===== config.mk =====
export PLATFORM = sky130hd
export DESIGN_NAME = ascii_integer_calculator_core
export DESIGN_NICKNAME = d
export VERILOG_FILES = /design/src/hw/rtl/aic_pkg.sv /design/src/hw/rtl/ascii_integer_calculator_core.sv
export SDC_FILE = /design/constraint.sdc
export NUM_CORES = 1
export LEC_CHECK = 0
export BUFFER_PORTS_ARGS = -buffer_cell sky130_fd_sc_hd__buf_4
export CORE_MARGIN = 4
export CORE_UTILIZATION = 60
export DETAILED_ROUTE_END_ITERATION = 10
export GPL_TIMING_DRIVEN = 0
export PLACE_DENSITY = 0.79
export SYNTH_ARGS = -nofsm -noshare
export SYNTH_HDL_FRONTEND = slang
export SYNTH_SLANG_ARGS = --single-unit

===== constraint.sdc =====
create_clock -name i_clk -period 16.37 [get_ports i_clk]
set_input_delay 2.4555 -clock i_clk [delete_from_list [all_inputs] [get_ports i_clk]]
set_output_delay 2.4555 -clock i_clk [all_outputs]
set_load 0.02 [all_outputs]

===== src/hw/rtl/aic_pkg.sv =====
// Shared types and constants of the ASCII integer calculator.
package aic_pkg;

    localparam int CHAR_W    = 8;
    localparam int EVENT_W   = 3;
    localparam int RESULT_W  = 32;
    localparam int IN_DATA_W = 8;
    localparam int TDATA_W   = 40;
    localparam int TUSER_W   = 4;

    localparam logic [CHAR_W-1:0] C_PLUS    = 8'h2B;
    localparam logic [CHAR_W-1:0] C_MINUS   = 8'h2D;
    localparam logic [CHAR_W-1:0] C_STAR    = 8'h2A;
    localparam logic [CHAR_W-1:0] C_SLASH   = 8'h2F;
    localparam logic [CHAR_W-1:0] C_QUIT    = 8'h71;
    localparam logic [CHAR_W-1:0] C_NEWLINE = 8'h0A;
    localparam logic [CHAR_W-1:0] C_SPACE   = 8'h20;
    localparam logic [CHAR_W-1:0] C_ZERO    = 8'h30;
    localparam logic [CHAR_W-1:0] C_NINE    = 8'h39;

    localparam logic [EVENT_W-1:0] EV_NONE    = 3'd0;
    localparam logic [EVENT_W-1:0] EV_RESULT  = 3'd1;
    localparam logic [EVENT_W-1:0] EV_DIVZERO = 3'd2;
    localparam logic [EVENT_W-1:0] EV_UNKNOWN = 3'd3;
    localparam logic [EVENT_W-1:0] EV_QUIT    = 3'd4;

    typedef enum logic [5:0] {
        PH_START  = 6'b000001,
        PH_FIRST  = 6'b000010,
        PH_SP1    = 6'b000100,
        PH_SP2    = 6'b001000,
        PH_SECOND = 6'b010000,
        PH_SKIP   = 6'b100000
    } t_phase;

    typedef enum logic [9:0] {
        ST_IDLE   = 10'b0000000001,
        ST_NEGA   = 10'b0000000010,
        ST_NEGB   = 10'b0000000100,
        ST_ADDSUB = 10'b0000001000,
        ST_MUL    = 10'b0000010000,
        ST_ABSA   = 10'b0000100000,
        ST_ABSB   = 10'b0001000000,
        ST_DIV    = 10'b0010000000,
        ST_SIGN   = 10'b0100000000,
        ST_DONE   = 10'b1000000000
    } t_state;

endpackage


===== src/hw/rtl/ascii_integer_calculator_core.sv =====
// Top level of the ASCII integer calculator: line parser and shared-adder sequencer.
// A character other than a line-ending newline gives its word in the cycle after accept.
// A line-ending newline runs NEGA and NEGB, then ADDSUB for + and -, MUL (shift-add) for *
// or ABSA, ABSB, DIV (restoring division), SIGN for /, all on one shared adder/subtractor.
// Throughput: one word per cycle while the output slot is free, none while calculating.
// Reset: synchronous, active low; clears the parser to line start and empties the output.
module ascii_integer_calculator_core
    import aic_pkg::*;
#(
    parameter int VALUE_WIDTH = 32
) (
    input  logic                 i_clk,
    input  logic                 i_rst_n,
    input  logic                 s_axis_tvalid,
    output logic                 s_axis_tready,
    input  logic [IN_DATA_W-1:0] s_axis_tdata,   // [7:0] char_in
    output logic                 m_axis_tvalid,
    input  logic                 m_axis_tready,
    output logic [TDATA_W-1:0]   m_axis_tdata,   // [7:0] echo_char, [39:8] result_value
    output logic [TUSER_W-1:0]   m_axis_tuser    // [0] echo_valid, [3:1] event_res
);

    localparam int W  = VALUE_WIDTH;
    localparam int CW = $clog2(VALUE_WIDTH);

    t_state             r_state, n_state;
    t_phase             r_phase, n_phase;
    logic [W-1:0]       r_m1, n_m1;
    logic               r_neg1, n_neg1;
    logic [CHAR_W-1:0]  r_op, n_op;
    logic [W-1:0]       r_m2, n_m2;
    logic               r_neg2, n_neg2;

    logic [W-1:0]       r_x, n_x;
    logic [W-1:0]       r_y, n_y;
    logic [W-1:0]       r_acc, n_acc;
    logic [CW-1:0]      r_cnt, n_cnt;
    logic               r_qneg, n_qneg;
    logic [EVENT_W-1:0] r_ev, n_ev;

    logic                r_m_valid;
    logic                r_o_echo_valid;
    logic [CHAR_W-1:0]   r_o_echo_char;
    logic [EVENT_W-1:0]  r_o_event;
    logic [RESULT_W-1:0] r_o_result;

    logic                w_slot_free;
    logic                w_accept;
    logic [CHAR_W-1:0]   w_c;
    logic                w_digit;
    logic                w_is_start;
    logic                w_go_first;
    logic                w_go_sp1;
    logic                w_go_second;
    logic                w_go_skip;
    logic                w_echo;
    logic [EVENT_W-1:0]  w_event;
    logic                w_launch;
    logic                w_done_load;
    logic [W-1:0]        w_digit_val;

    logic [W:0]          w_ua;
    logic [W:0]          w_ub;
    logic                w_sub;
    logic [W:0]          w_sum;
    logic                w_ge;
    logic [RESULT_W-1:0] w_res32;

    assign w_slot_free   = !r_m_valid || m_axis_tready;
    assign s_axis_tready = (r_state == ST_IDLE) && w_slot_free;
    assign w_accept      = s_axis_tvalid && s_axis_tready;
    assign w_c           = s_axis_tdata[CHAR_W-1:0];
    assign w_digit       = (w_c >= C_ZERO) && (w_c <= C_NINE);
    assign w_digit_val   = {{(W-4){1'b0}}, w_c[3:0]};
    assign w_done_load   = (r_state == ST_DONE) && w_slot_free;

    // Line parser.
    always_comb begin
        case (r_phase)
            PH_FIRST, PH_SP1, PH_SP2, PH_SECOND, PH_SKIP: w_is_start = 1'b0;
            default: w_is_start = 1'b1;
        endcase
        w_go_first  = (w_is_start && (w_c != C_QUIT) && (w_c != C_MINUS))
                      || (r_phase == PH_FIRST);
        w_go_sp1    = (w_go_first && !w_digit) || (r_phase == PH_SP1);
        w_go_second = ((r_phase == PH_SP2) && (w_c != C_SPACE) && (w_c != C_MINUS))
                      || (r_phase == PH_SECOND);
        w_go_skip   = (w_go_second && !w_digit) || (r_phase == PH_SKIP);

        n_phase  = r_phase;
        n_m1     = r_m1;
        n_neg1   = r_neg1;
        n_op     = r_op;
        n_m2     = r_m2;
        n_neg2   = r_neg2;
        w_echo   = 1'b0;
        w_event  = EV_NONE;
        w_launch = 1'b0;

        if (w_is_start && (w_c == C_QUIT)) begin
            w_echo  = 1'b1;
            w_event = EV_QUIT;
            n_phase = PH_START;
        end else if (w_is_start && (w_c == C_MINUS)) begin
            w_echo  = 1'b1;
            n_neg1  = 1'b1;
            n_phase = PH_FIRST;
        end
        if (w_go_first && w_digit) begin
            n_m1    = {r_m1[W-4:0], 3'b000} + {r_m1[W-2:0], 1'b0} + w_digit_val;
            w_echo  = 1'b1;
            n_phase = PH_FIRST;
        end
        if (w_go_sp1) begin
            w_echo = 1'b1;
            if (w_c == C_SPACE) begin
                n_phase = PH_SP1;
            end else begin
                n_op    = w_c;
                n_phase = PH_SP2;
            end
        end
        if (r_phase == PH_SP2) begin
            if (w_c == C_SPACE) begin
                w_echo = 1'b1;
            end else if (w_c == C_MINUS) begin
                w_echo  = 1'b1;
                n_neg2  = 1'b1;
                n_phase = PH_SECOND;
            end
        end
        if (w_go_second && w_digit) begin
            n_m2    = {r_m2[W-4:0], 3'b000} + {r_m2[W-2:0], 1'b0} + w_digit_val;
            w_echo  = 1'b1;
            n_phase = PH_SECOND;
        end
        if (w_go_skip) begin
            n_phase = PH_SKIP;
            if (w_c == C_NEWLINE) begin
                w_echo   = 1'b1;
                w_launch = 1'b1;
            end
        end
    end

    // Shared adder/subtractor operand selection.
    always_comb begin
        w_ua  = '0;
        w_ub  = '0;
        w_sub = 1'b0;
        case (r_state)
            ST_NEGA: begin
                w_ub  = {1'b0, r_m1};
                w_sub = r_neg1;
            end
            ST_NEGB: begin
                w_ub  = {1'b0, r_m2};
                w_sub = r_neg2;
            end
            ST_ADDSUB: begin
                w_ua  = {1'b0, r_x};
                w_ub  = {1'b0, r_y};
                w_sub = (r_op == C_MINUS);
            end
            ST_MUL: begin
                w_ua = {1'b0, r_acc};
                w_ub = {1'b0, r_x};
            end
            ST_ABSA: begin
                w_ub  = {1'b0, r_x};
                w_sub = r_x[W-1];
            end
            ST_ABSB: begin
                w_ub  = {1'b0, r_y};
                w_sub = r_y[W-1];
            end
            ST_DIV: begin
                w_ua  = {r_acc, r_x[W-1]};
                w_ub  = {1'b0, r_y};
                w_sub = 1'b1;
            end
            ST_SIGN: begin
                w_ub  = {1'b0, r_x};
                w_sub = r_qneg;
            end
            default: begin
                w_sub = 1'b0;
            end
        endcase
    end

    assign w_sum   = w_ua + (w_sub ? ~w_ub : w_ub) + {{W{1'b0}}, w_sub};
    assign w_ge    = !w_sum[W];
    assign w_res32 = RESULT_W'($signed(r_acc));

    // Sequencer.
    always_comb begin
        n_state = r_state;
        n_x     = r_x;
        n_y     = r_y;
        n_acc   = r_acc;
        n_cnt   = r_cnt;
        n_qneg  = r_qneg;
        n_ev    = r_ev;
        case (r_state)
            ST_IDLE: begin
                if (w_accept && w_launch) begin
                    n_state = ST_NEGA;
                end
            end
            ST_NEGA: begin
                n_x     = w_sum[W-1:0];
                n_state = ST_NEGB;
            end
            ST_NEGB: begin
                n_y   = w_sum[W-1:0];
                n_acc = '0;
                n_cnt = CW'(VALUE_WIDTH - 1);
                n_ev  = EV_RESULT;
                if ((r_op == C_PLUS) || (r_op == C_MINUS)) begin
                    n_state = ST_ADDSUB;
                end else if (r_op == C_STAR) begin
                    n_state = ST_MUL;
                end else if (r_op == C_SLASH) begin
                    if (w_sum[W-1:0] == '0) begin
                        n_ev    = EV_DIVZERO;
                        n_state = ST_DONE;
                    end else begin
                        n_state = ST_ABSA;
                    end
                end else begin
                    n_ev    = EV_UNKNOWN;
                    n_state = ST_DONE;
                end
            end
            ST_ADDSUB: begin
                n_acc   = w_sum[W-1:0];
                n_state = ST_DONE;
            end
            ST_MUL: begin
                if (r_y[0]) begin
                    n_acc = w_sum[W-1:0];
                end
                n_x = {r_x[W-2:0], 1'b0};
                n_y = {1'b0, r_y[W-1:1]};
                if (r_cnt == '0) begin
                    n_state = ST_DONE;
                end else begin
                    n_cnt = r_cnt - 1'b1;
                end
            end
            ST_ABSA: begin
                n_qneg  = r_x[W-1] ^ r_y[W-1];
                n_x     = w_sum[W-1:0];
                n_state = ST_ABSB;
            end
            ST_ABSB: begin
                n_y     = w_sum[W-1:0];
                n_state = ST_DIV;
            end
            ST_DIV: begin
                n_acc = w_ge ? w_sum[W-1:0] : {r_acc[W-2:0], r_x[W-1]};
                n_x   = {r_x[W-2:0], w_ge};
                if (r_cnt == '0) begin
                    n_state = ST_SIGN;
                end else begin
                    n_cnt = r_cnt - 1'b1;
                end
            end
            ST_SIGN: begin
                n_acc   = w_sum[W-1:0];
                n_state = ST_DONE;
            end
            ST_DONE: begin
                if (w_slot_free) begin
                    n_state = ST_IDLE;
                end
            end
            default: begin
                n_state = ST_IDLE;
            end
        endcase
    end

    always_ff @(posedge i_clk) begin
        if (!i_rst_n) begin
            r_state <= ST_IDLE;
            r_phase <= PH_START;
            r_m1    <= '0;
            r_neg1  <= 1'b0;
            r_op    <= '0;
            r_m2    <= '0;
            r_neg2  <= 1'b0;
        end else begin
            r_state <= n_state;
            if (w_done_load) begin
                r_phase <= PH_START;
                r_m1    <= '0;
                r_neg1  <= 1'b0;
                r_op    <= '0;
                r_m2    <= '0;
                r_neg2  <= 1'b0;
            end else if (w_accept) begin
                r_phase <= n_phase;
                r_m1    <= n_m1;
                r_neg1  <= n_neg1;
                r_op    <= n_op;
                r_m2    <= n_m2;
                r_neg2  <= n_neg2;
            end
        end
    end

    always_ff @(posedge i_clk) begin
        r_x    <= n_x;
        r_y    <= n_y;
        r_acc  <= n_acc;
        r_cnt  <= n_cnt;
        r_qneg <= n_qneg;
        r_ev   <= n_ev;
    end

    // Output register: load on a direct word or at the end of a calculation.
    always_ff @(posedge i_clk) begin
        if (!i_rst_n) begin
            r_m_valid <= 1'b0;
        end else if ((w_accept && !w_launch) || w_done_load) begin
            r_m_valid <= 1'b1;
        end else if (m_axis_tready) begin
            r_m_valid <= 1'b0;
        end
    end

    always_ff @(posedge i_clk) begin
        if (w_done_load) begin
            r_o_echo_valid <= 1'b1;
            r_o_echo_char  <= C_NEWLINE;
            r_o_event      <= r_ev;
            r_o_result     <= (r_ev == EV_RESULT) ? w_res32 : '0;
        end else if (w_accept && !w_launch) begin
            r_o_echo_valid <= w_echo;
            r_o_echo_char  <= w_echo ? w_c : '0;
            r_o_event      <= w_event;
            r_o_result     <= '0;
        end
    end

    assign m_axis_tvalid = r_m_valid;
    assign m_axis_tdata  = {r_o_result, r_o_echo_char};
    assign m_axis_tuser  = {r_o_event, r_o_echo_valid};

endmodule


## Word level (Yosys, flattened, before mapping)

Index checks and enable logic that the tools add are counted.

- Register bits: 240
- Output and inout bits: 46

- Reductions and logical operators: 53
- Add/subtract/negate cells: 7
- Equality and inequality tests: 33
- $lt $le $gt $ge: 2
- Mux-type cells: 54
- Bitwise operators: 6

Operators with widths:

| operator | count |
|---|---|
| $pmux W32 S4 | 2 |
| $mux W32 | 5 |
| $pmux W33 S3 | 1 |
| $pmux W32 S3 | 1 |
| $pmux W10 S9 | 1 |
| $mux W10 | 8 |
| $add A32 B32 Y32 | 2 |
| $add A32 B4 Y32 | 2 |
| $pmux W32 S2 | 1 |
| $mux W6 | 9 |
| $eq A8 B6 Y1 const B | 6 |
| $add A33 B1 Y33 | 1 |
| $add A33 B33 Y33 | 1 |
| $mux W33 | 1 |
| $not A33 Y33 | 1 |
| $logic_not A32 Y1 | 1 |
| $logic_and A1 B1 Y1 | 16 |
| $ne A8 B6 Y1 const B | 2 |
| $mux W1 | 15 |
| $reduce_or A2 Y1 | 6 |
| $eq A10 B1 Y1 const B | 1 |
| $eq A10 B10 Y1 const B | 1 |
| $eq A10 B2 Y1 const B | 1 |
| $eq A10 B3 Y1 const B | 1 |
| 40 further kinds | 69 |

## Longest topological paths before layout

- Word-level depth: 16
- Gate-level depth with buffers: 24
- Depth with buffers taken out: 19

## Least setup slack after synthesis

No wires, ideal clock.

- Kind: input to register
- From: in s_axis_tdata[3]
- To: reg r_m2[30]
- Buffers on the path: 0
- Stages on the path: 14
- Library setup time: 120 ps
- Data arrival time: 5712 ps
- Setup slack: 10537 ps
- Cells stage by stage: fa_1 -> fa_1 -> a21oi_1 -> o22ai_1 -> o211a_1 -> nor4_1 -> nor3_1 -> o21ai_0 -> a31oi_1 -> o41ai_1 -> nor2_1 -> a2111oi_0 -> or4_1 -> nand3_1

- Cells in the longest elaborated chain, start to end: 6
- Elaborated cells on any way between the ends: 11
- Those cells by class: 1 x add/sub; 2 x order compare; 2 x eq/ne; 6 x reduce/logical

RTL lines:

| what | RTL line | RTL |
|---|---|---|
| start, declared | ascii_integer_calculator_core.sv:16 | `input logic [IN_DATA_W-1:0] s_axis_tdata,` |
| parallel branches: the longest is 6 deep, another holds $add A32 B4 Y32 | n/a |  |
| end signal, assigned | ascii_integer_calculator_core.sv:308 | `r_m2 <= n_m2;` |
| end, declared | ascii_integer_calculator_core.sv:31 | `logic [W-1:0] r_m2, n_m2;` |

Several ways; the timed one is not identified.
A chain may end at the register's enable or synchronous reset.

## Worst setup path after layout

- From: reg r_state[4]
- To: reg r_acc[20], data pin

- Cells in the longest elaborated chain, start to end: 9
- Elaborated cells on any way between the ends: 21
- Those cells by class: 2 x add/sub; 8 x eq/ne; 7 x mux; 1 x bitwise; 3 x reduce/logical

RTL lines:

| what | RTL line | RTL |
|---|---|---|
| start, declared | ascii_integer_calculator_core.sv:26 | `t_state r_state, n_state;` |
| start signal, assigned | ascii_integer_calculator_core.sv:295 | `r_state <= n_state;` |
| $eq A10 B5 Y1, or another cell as far along | ascii_integer_calculator_core.sv:151, ascii_integer_calculator_core.sv:205 |  |
| $reduce_or A3 Y1 (no line) | n/a |  |
| $pmux W32 S4 | ascii_integer_calculator_core.sv:151 | `case (r_state)` |
| $not A33 Y33 | ascii_integer_calculator_core.sv:192 | `assign w_sum = w_ua + (w_sub ? ~w_ub : w_ub) + {{W{1'b0}}, w_sub};` |
| $mux W33 | ascii_integer_calculator_core.sv:192 |  |
| $add A33 B33 Y33 | ascii_integer_calculator_core.sv:192 |  |
| $add A33 B1 Y33 | ascii_integer_calculator_core.sv:192 |  |
| $mux W32, on equally long branches | ascii_integer_calculator_core.sv:262, ascii_integer_calculator_core.sv:241 |  |
| $pmux W32 S4 * | ascii_integer_calculator_core.sv:205 | `case (r_state)` |
| named net n_acc[20] | ascii_integer_calculator_core.sv:36 | `logic [W-1:0] r_acc, n_acc;` |
| end signal, assigned | ascii_integer_calculator_core.sv:317 | `r_acc <= n_acc;` |
| end, declared | ascii_integer_calculator_core.sv:36 |  |

The timed path passes the listed nets; every way through them passes the cells marked *. The select of a mux whose other input is x is not followed.

==> impl_metrics.py <==
metrics = {
    "sta": {
        "max_slew_margin": 0.101,
        "setup_slack_ns": 8.57,
        "final_hold_viol_count": 0,
        "whs_ns": 0.468,
        "setup_viol": 0,
        "setup_tns_ns": 0,
        "tightest_slew_ns": 1.35,
        "skew_ns": 0.0133,
        "fin_crit_sh": 0.476,
        "period_needed_ns": 7.80,
        "maxSlewViolCount": 0,
        "rsz0062_at_grt": "false",
        "fmax_mhz": 128,
    },
    "finish": {
        "area_delta_synth_final_pct": 10.4,
        "final_layout_size_suffix_gt1_frac": 0.0843,
        "final_area_um2": 18600,
        "fin_nets": 2116,
        "num_antenna_cells": 0,
    },
    "setup_path": {
        "critPathArrivalTime_ns": 8.04,
        "cpLargestDelayFamily": "simple AND/OR/NAND/NOR gates",
        "end_kind": "flip-flop",
        "cp_num_buf_inv": 5,
        "path_max_fanout": 10,
        "critPathRequiredTime_ns": 16.61,
        "cp_slowest_stage_delay_ns": 1.01,
        "cpMaxStageDelayCell": "nor3b_1",
        "start_kind": "flip-flop",
        "path_class": "flip-flop to flip-flop",
        "crit_chain": "buf_2, nor4_4, nand2_1, nor3b_1, clkbuf_1, a22o_1, a221oi_1, xor2_1, ha_1, buf_2, o21ai_0, nor3_1, nand4_1, nand3_1, a31oi_1, o31ai_2, a211oi_1, o21ai_0, xor2_2, nand2_1, and2_1, clkbuf_1, clkbuf_1, o21ai_0",
    },
    "clock_network": {
        "cts_tree": "yes",
        "cts_buffers": 25,
        "cts.repair.resized": 0,
        "postCtsSetupBuffers": 0,
        "clock_latency_ns": 0.53,
        "ctsRootBufferMaster": "clkbuf_16",
        "ctsHoldBuffers": 0,
        "clockBufferDepth": 3,
        "cts_sinks": 239,
        "cts_max_level": 1,
        "cts.clk_slew.worst_paths_ns": 0.06,
    },
    "drt": {
        "wl_per_cell_um": 20.1,
        "drt_drc_violations_left": 0,
        "ant_nets": 0,
        "vias_per_cell": 6.35,
        "wl_um": 47100,
        "dr.pass1.iters": 6,
        "drt_iter0_drc": 2004,
        "num_vias": 14900,
    },
    "die": {
        "chipHeight_um": 176,
        "die_w_um": 176,
        "initial_utilization": 0.607,
        "rows": 61,
        "io_pins": 58,
        "dieArea_um2": 30800,
        "coreArea_um2": 27800,
    },
    "pwr": {
        "clkPwrFrac": 0.427,
        "p_leak_nw": 8.14,
        "p_sw_mw": 0.322,
        "powerDensity_nw_per_um2": 72.8,
        "total_power_mw": 1.35,
        "peakVddDrop_uv": 65.9,
        "comb_power_share": 0.084,
        "sw_frac_of_total": 0.238,
        "seqPwrFrac": 0.490,
        "p_int_mw": 1.03,
    },
    "logic_synthesis": {
        "yosys.area.top_type_share": 0.248,
        "synth_compound_area_frac": 0.214,
        "synth-xor-area-share": 0.0570,
        "async_reset_ff_frac": 0,
        "netlist_top_cells_area": "edfxtp_1 25%, dfxtp_1 12%, ha_1 11%",
        "synth.yosys.seq_area_share": 0.366,
        "synth_mux_area_frac": 0.0149,
        "yosysWarningCount": 0,
        "yosys.area_share.simple": 0.199,
        "synth_fa_ha_area_frac": 0.116,
        "syn_avg_cell_area_um2": 9.03,
        "synth-edff-count": 139,
        "syn_inst": 1867,
        "ys.flop_type": "edfxtp_1",
        "ys_ff_latch": 239,
        "syn-num-nets": 2032,
        "synth.distinct_cells": 94,
        "synth_top_family_by_area": "compound AO/OA/AOI/OAI gates",
        "synth_top_area_cell": "edfxtp_1",
        "synth_area_um2": 16900,
    },
    "min_path": {
        "hp-class": "flip-flop to flip-flop",
    },
    "grt": {
        "grt_max_degree": 36,
        "overflow": 0,
        "grt_pass1_wl_um": 74300,
        "antenna_found_initial": 0,
        "gr-usage-all-layers": 0.297,
        "grt_pass1_vias": 14000,
    },
    "place": {
        "portBuffers": 57,
        "gp_congestion": 0.954,
        "dpl-instance-area_um2": 17800,
        "place_ws_ns": 8.79,
        "hpwlAfterDp_um": 37200,
    },
    "flow_run": {
        "maxCapViolCount": 0,
    },
    "status": {
        "status": "finished clean",
    },
}
## stage by stage
stage,utilization,cells
4_1_cts,0.670,2347
3_5_place_dp,0.640,2302
3_3_place_gp,0.639,2302
6_report,0.670,2347
2_1_floorplan,-,1867
5_1_grt,0.670,2347
## state kept, by name (all words and copies together) (netlist names), 10 cells and up
register and flops:
r_m2 32, r_m1 32, r_y 32, r_o_result 32
r_x 32, r_state 10, r_acc 32
## path summary, 6_finish.rpt
kind,from,to,slack (ns),cells after the start
setup / recovery,r_state[4],r_acc[20],8.57,24
hold / removal,r_o_echo_valid,r_o_echo_valid,0.47,1
setup reg to reg,r_state[4],r_acc[20],8.57,24
hold reg to reg,r_o_echo_valid,r_o_echo_valid,0.47,1
## kinds of logic after synthesis
logic type                 Yosys count
xor gates and xnor gates           108
and+or+nand+nor                    680
adders and majority gates          153
muxes                               24
DFF                                239
AOI/OAI and AO/OA                  528
buffers and inverters              135
## worst reg2reg max path, stage by stage, from the launching register on
cell and delay (ns):
dfxtp_1 0.29, buf_2 0.17, nor4_4 0.57, nand2_1 0.23
nor3b_1 1.01, clkbuf_1 0.42, a22o_1 0.21, a221oi_1 0.07
xor2_1 0.19, ha_1 0.30, buf_2 0.18, o21ai_0 0.15
nor3_1 0.28, nand4_1 0.21, nand3_1 0.22, a31oi_1 0.23
o31ai_2 0.50, a211oi_1 0.19, o21ai_0 0.58, xor2_2 0.35
nand2_1 0.24, and2_1 0.15, clkbuf_1 0.29, clkbuf_1 0.34
o21ai_0 0.13
## cells in the mapped netlist, types with 6 or more instances
cell type  instances
a211oi_1          14
a21o_1            55
a21oi_1          130
a221oi_1          33
a222oi_1          10
a22o_1            44
a22oi_1           24
a31oi_1           14
and2_1            43
and3_1            17
and3b_1            6
buf_2              7
clkbuf_1          71
dfxtp_1          100
edfxtp_1         139
ha_1             148
inv_1             43
mux2_2             9
mux2i_1           15
nand2_1          261
nand2b_1          27
nand3_1           50
nand4_1           16
nor2_1           131
nor2b_1           16
nor3_1            34
nor3b_1            7
nor4_1            11
o21a_1             6
o21ai_0          110
o21bai_1          12
o22ai_1            8
o31ai_1            6
or2_2              9
or3_1             12
or4_1              8
xnor2_1           46
xor2_1            60
## layout by cell type (no fill, tap or decap), drive strengths merged, types with 15 or more instances in the layout
cell,instances
inv,46
and3,17
xor2,61
a221oi,33
a21oi,131
nand2b,27
nor2,133
edfxtp,139
and2,43
nand2,261
o21ai,111
a22o,44
nor2b,16
a21o,56
a22oi,24
xnor2,47
clkbuf,103
a31oi,15
buf,77
mux2i,15
nand3,50
nor3,36
nand4,16
ha,148
dfxtp,100
## power by group through the flow
stage / registers, mW / clock network (mW) / logic (mW)
final: 0.663 / 0.578 / 0.113
after global routing: 0.665 / 0.609 / 0.121
after detailed placement: 0.676 / 0 / 0.112
after CTS: 0.663 / 0.579 / 0.113
after floorplan: 0.692 / 0 / 0.0506
after global placement: 0.675 / 0 / 0.110
## area by class of cell
type / instances / area [um2]
clock buffer: 31 / 701
inverter: 43 / 161
timing repair buffer: 57 / 428
tap: 378 / 473
buffer: 92 / 397
fill: 2240 / 9170
multi-input combinational: 1493 / 10100
clock inverter: 14 / 134
sequential: 239 / 6180
## per-layer routing
layer / routed length (um) / up-vias / track usage / part of all wire
met1: 20100 / 7033 / 0.421 / 0.43
met5: 0 / - / 0 / 0
met4: 1390 / 0 / 0.0913 / 0.030
met2: 21300 / 684 / 0.481 / 0.45
met3: 4200 / 84 / 0.0327 / 0.089
li1: - / 7108 / - / -
No activity file was read; power rests on OpenSTA's default activity.
